==> config.mk <==
export PLATFORM = sky130hd
export DESIGN_NAME = cot_front
export DESIGN_NICKNAME = d
export VERILOG_FILES = /design/src/design/cot_pkg.sv /design/src/design/cot_front.sv
export SDC_FILE = /design/constraint.sdc
export NUM_CORES = 2
export LEC_CHECK = 0
export ABC_CLOCK_PERIOD_IN_PS = 8510
export BUFFER_PORTS_ARGS = -buffer_cell sky130_fd_sc_hd__buf_4
export CORE_MARGIN = 10
export CORE_UTILIZATION = 30
export CTS_BUF_LIST = sky130_fd_sc_hd__clkbuf_16
export DETAILED_ROUTE_END_ITERATION = 10
export PLACE_DENSITY = 0.54
export SYNTH_ARGS = -nofsm -noshare
export SYNTH_HDL_FRONTEND = slang
export SYNTH_SLANG_ARGS = --single-unit
==> constraint.sdc <==
create_clock -name clk -period 8.51 [get_ports clk]
set_input_delay 0.4255 -clock clk [delete_from_list [all_inputs] [get_ports clk]]
set_output_delay 0.4255 -clock clk [all_outputs]
set_load 0.1 [all_outputs]
==> src/design/cot_pkg.sv <==
// ----------------------------------------------------------------------------
// cot_pkg: shared types and constants for the collider overlap test
// Shape and pair-kind codes, fixed-point widths and the queue entry layout.
// ----------------------------------------------------------------------------
`timescale 1ns / 1ps

package cot_pkg;

  // Shape codes on the type inputs
  localparam logic TYPE_BOX    = 1'b0;
  localparam logic TYPE_CIRCLE = 1'b1;

  // Pair kinds after classification; circle-box pairs always carry the circle as side a
  localparam logic [1:0] KIND_BOX_BOX       = 2'd0;
  localparam logic [1:0] KIND_CIRCLE_CIRCLE = 2'd1;
  localparam logic [1:0] KIND_CIRCLE_BOX    = 2'd2;

  localparam int POS_W   = 24;  // Q15.8 signed position
  localparam int SIZE_W  = 16;  // Q8.8 unsigned size
  localparam int SCALE_W = 8;   // integer scale register
  localparam int SSIZE_W = SIZE_W + SCALE_W;  // scaled size, Q16.8

  localparam logic [SCALE_W-1:0] SCALE_RESET = 8'd100;

  localparam int COT_QUEUE_DEPTH = 4;

  // One classified, scaled pair as it sits in the queue
  typedef struct packed {
    logic [1:0]                kind;
    logic signed [POS_W-1:0]   ax;
    logic signed [POS_W-1:0]   ay;
    logic signed [POS_W-1:0]   bx;
    logic signed [POS_W-1:0]   by;
    logic [SSIZE_W-1:0]        asx;
    logic [SSIZE_W-1:0]        asy;
    logic [SSIZE_W-1:0]        bsx;
    logic [SSIZE_W-1:0]        bsy;
  } pair_t;

endpackage

==> src/design/cot_front.sv <==
// ----------------------------------------------------------------------------
// cot_front: input stage, classification and size scaling
// Holds the scale register, orders circle-box pairs, multiplies sizes.
// ----------------------------------------------------------------------------
`timescale 1ns / 1ps

module cot_front (
  input  logic                                clk,
  input  logic                                rst,
  // config write
  input  logic                                cfg_valid,
  output logic                                cfg_ready,
  input  logic [cot_pkg::SCALE_W-1:0]         cfg_data,
  // input transactions
  input  logic                                in_valid,
  output logic                                in_stall,
  input  logic                                first_type,
  input  logic signed [cot_pkg::POS_W-1:0]    first_x,
  input  logic signed [cot_pkg::POS_W-1:0]    first_y,
  input  logic [cot_pkg::SIZE_W-1:0]          first_width,
  input  logic [cot_pkg::SIZE_W-1:0]          first_height,
  input  logic                                second_type,
  input  logic signed [cot_pkg::POS_W-1:0]    second_x,
  input  logic signed [cot_pkg::POS_W-1:0]    second_y,
  input  logic [cot_pkg::SIZE_W-1:0]          second_width,
  input  logic [cot_pkg::SIZE_W-1:0]          second_height,
  // to queue
  output logic                                push,
  output cot_pkg::pair_t                      push_data,
  input  logic                                queue_full
);

  import cot_pkg::*;

  logic [SCALE_W-1:0] scale;

  // stage 1: classified, ordered, unscaled
  logic                    f1_valid;
  logic [1:0]              f1_kind;
  logic signed [POS_W-1:0] f1_ax, f1_ay, f1_bx, f1_by;
  logic [SIZE_W-1:0]       f1_aw, f1_ah, f1_bw, f1_bh;

  // stage 2: scaled
  logic   f2_valid;
  pair_t  f2_pair;

  logic       front_adv;
  logic       accept;
  logic       swap;
  logic [1:0] kind_next;

  assign cfg_ready = 1'b1;
  assign front_adv = !(f2_valid && queue_full);
  assign in_stall  = !front_adv;
  assign accept    = in_valid && front_adv;
  assign push      = f2_valid && !queue_full;
  assign push_data = f2_pair;

  // circle goes to side a in mixed pairs
  assign swap = (first_type == TYPE_BOX) && (second_type == TYPE_CIRCLE);

  always_comb begin
    if (first_type == TYPE_BOX && second_type == TYPE_BOX) begin
      kind_next = KIND_BOX_BOX;
    end else if (first_type == TYPE_CIRCLE && second_type == TYPE_CIRCLE) begin
      kind_next = KIND_CIRCLE_CIRCLE;
    end else begin
      kind_next = KIND_CIRCLE_BOX;
    end
  end

  always_ff @(posedge clk) begin
    if (rst) begin
      scale <= SCALE_RESET;
    end else if (cfg_valid && cfg_ready) begin
      scale <= cfg_data;
    end
  end

  always_ff @(posedge clk) begin
    if (rst) begin
      f1_valid <= 1'b0;
      f2_valid <= 1'b0;
    end else if (front_adv) begin
      f1_valid <= accept;
      f2_valid <= f1_valid;
    end
  end

  always_ff @(posedge clk) begin
    if (front_adv) begin
      f1_kind <= kind_next;
      f1_ax   <= swap ? second_x      : first_x;
      f1_ay   <= swap ? second_y      : first_y;
      f1_aw   <= swap ? second_width  : first_width;
      f1_ah   <= swap ? second_height : first_height;
      f1_bx   <= swap ? first_x       : second_x;
      f1_by   <= swap ? first_y       : second_y;
      f1_bw   <= swap ? first_width   : second_width;
      f1_bh   <= swap ? first_height  : second_height;

      f2_pair.kind <= f1_kind;
      f2_pair.ax   <= f1_ax;
      f2_pair.ay   <= f1_ay;
      f2_pair.bx   <= f1_bx;
      f2_pair.by   <= f1_by;
      f2_pair.asx  <= {{SCALE_W{1'b0}}, f1_aw} * {{SIZE_W{1'b0}}, scale};
      f2_pair.asy  <= {{SCALE_W{1'b0}}, f1_ah} * {{SIZE_W{1'b0}}, scale};
      f2_pair.bsx  <= {{SCALE_W{1'b0}}, f1_bw} * {{SIZE_W{1'b0}}, scale};
      f2_pair.bsy  <= {{SCALE_W{1'b0}}, f1_bh} * {{SIZE_W{1'b0}}, scale};
    end
  end

endmodule

==> impl_metrics.toml <==
[synthesis]
post-synth-top-count-cell = "nand2_1"
synth_seq_area_share = 0.368
async_flop_share = 0
dominantRegCellSynth = "edfxtp_1"
synth_top_area_frac = 0.361
syn_area_per_cell_um2 = 10.4
synthesis.nets = 3537
synth_top_area_cell = "edfxtp_1"
synth_edf_count = 356
yosysWarningCount = 0
synth_area_leaders = "edfxtp_1, fa_1, and2_1, nand2_1, ha_1"
ys_types = 66
synth_area_um2 = 29600
syn_inst = 2850
synth_top_cells_by_count = "nand2_1, and2_1, inv_1, edfxtp_1, fa_1"
ys_ff_latch = 366

[route]
drtAntennaViolNets = 0
met1_length_um = 36300
drt_iter0_drc = 1009
routedWlPerCell_um = 18.4
drc = 0
wirelength_um = 83000
top_layer = "met5"
route.vias.total = 20519
wl_met2_um = 37300
vias_per_cell = 4.54
first_pass_iters = 4
met3RoutedLength_um = 7750

[setup_path]
end_kind = "register"
critPathArrivalTime_ns = 6.27
rr_worst_depth = 16
worstSetupStartpoint = "scale[2]"
timing.rr.start = "scale[2]"
crit_type = "reg -> reg"
worstPathMaxFanout = 35
worst_setup_path_start_kind = "register"
critPathRequiredTime_ns = 8.91

[floorplanning]
start_util = 0.302
fp.dieW_um = 334
die_y_um = 334
fp.coreArea_um2 = 98100
ios = 372
dieArea_um2 = 112000
rows = 115

[finish]
syn_to_final_growth_pct = 20.2
multi_input_area_um2 = 16900
fillers = 9865
layout-drive-gt1-share = 0.149
instances_no_fill = 4518
postLayoutCoreUtil = 0.363
finalNetCount = 3879
seq_area_um2 = 10900

[sta]
tns_ns = 0
rsz0062_at_grt = "no"
tightest_slew_ns = 0.973
finalCritPeriodShare = 0.690
fmax_mhz = 170
hold_viol = 0
setup_violations = 0
finalCriticalPeriod_ns = 5.87
slew_headroom = 0.352
slew_violations = 0
clock_skew_ns = 0.0635

[clocking]
cts_sinks = 366
clock_latency_ns = 0.66
numCtsBuffers = 47
h-tree-depth = 2
cts_buffer_depth = 3
clkSlewWorstSetupHoldPaths_ns = 0.06
clockRootBuffer = "clkbuf_16"
cts_tree = "yes"
postCtsSetupRepairBufs = 0

[run]
cap_violations = 0

[pwr]
power_density_nw_per_um2 = 326
p_leak_nw = 17.0
vdd_ir_drop_max_uv = 196

[grt]
grt_usage = 0.149
grt_pass1_wl_um = 129000
antenna_found_initial = 13
grt_max_degree = 149
gr-total-overflow = 0
first_global_vias = 21486

[min_path]
whs_path_depth = 3
hp-class = "in -> reg"
min-delay-start = "first_x[21]"

[placed_design]
portBuffers = 370
hpwlAfterDp_um = 62200
place_inst = 4417
gp_congestion = 0.801

[run_status]
outcome = "finished, final reports clean"
layer usage:
layer,up-vias,track usage
li1,9780,-
met1,10158,0.189
met2,479,0.236
met3,88,0.0603
met4,14,0.0329
met5,-,0
final cells by class:
class / instances / share of cell area
clock inverters: 39 / 0.0150
clock buffers: 47 / 0.0330
inverters: 386 / 0.0407
well taps: 1287 / 0.0452
repair buffers: 398 / 0.0851
diodes: 2 / 0.000141
multi-input cells: 1993 / 0.475
flip-flops and latches: 366 / 0.306
placed cells by master (no fill, tap or decap), types with 47 or more instances in the layout:
master,netlist,final
a21oi_1,73,73
and2_1,446,446
buf_4,2,384
clkbuf_16,0,47
edfxtp_1,356,356
fa_1,336,336
ha_1,176,176
inv_1,386,390
nand2_1,594,593
nor2_1,53,53
per-stage QoR:
stage          instance area [um^2]  power (mW)  hold WS [ns]  setup WS (ns)
2_1_floorplan                 29600        7.89         0.400           1.01
3_3_place_gp                  33800        9.47         0.400           2.79
3_5_place_dp                  33800        9.47         0.405           2.73
4_1_cts                       35600        11.8       0.00491           2.64
5_1_grt                       35600        12.5        0.0270           2.31
6_report                      35600        11.6        0.0637           2.64
state kept, by name, summed over array words and instances, names as in the netlist, 2 cells and up:
signal and count:
f1_aw 16, f1_ah 16, f1_bh 16, f1_bx 24, f1_by 24, f1_ax 24, scale 8, f1_bw 16
push_data 194, f1_kind 2, f1_ay 24
path summary, 6_finish.rpt:
check                         to  slack (ns)
setup / recovery   push_data[17]        2.64
hold / removal         f1_bx[21]        0.06
setup reg to reg   push_data[17]        2.64
hold reg to reg   push_data[165]        0.41
cell families (layout without fill, tap and decap cells):
logic type | count (synthesis) | count (layout) | share of synthesized area
AO/OA/AOI/OAI | 226 | 226 | 0.0511
XOR/XNOR | 67 | 67 | 0.0198
adder cells (fa/ha/maj) | 512 | 512 | 0.301
buffers and inverters | 491 | 870 | 0.0627
flip-flops | 366 | 366 | 0.368
multiplexers | 10 | 10 | 0.00338
other | 1 | 3 | 0.000127
AND/OR/NAND/NOR | 1177 | 1177 | 0.194
repair_timing:
action | in CTS | in global routing
endpoints found under the hold margin | 11 | 0
hold buffers | 13 | 0
resized for setup | 0 | 0
worst max-delay path: stages, from the launching register on:
cell and delay (ns):
dfxtp_2 0.78, buf_4 0.48, nand2_1 0.15, fa_1 0.54, fa_1 0.55, inv_1 0.05
fa_1 0.48, inv_1 0.05, fa_1 0.47, inv_1 0.04, ha_1 0.34, o211ai_1 0.11
a21oi_1 0.30, o221ai_2 0.18, o21ai_0 0.53, a21oi_1 0.21, o311ai_1 0.33
report_power, final:
group | switching, mW | internal (mW)
sequential | 0.205 | 2.54
clock | 0.891 | 1.35
combinational | 4.49 | 2.14
Power figures use the tool's default switching activity.
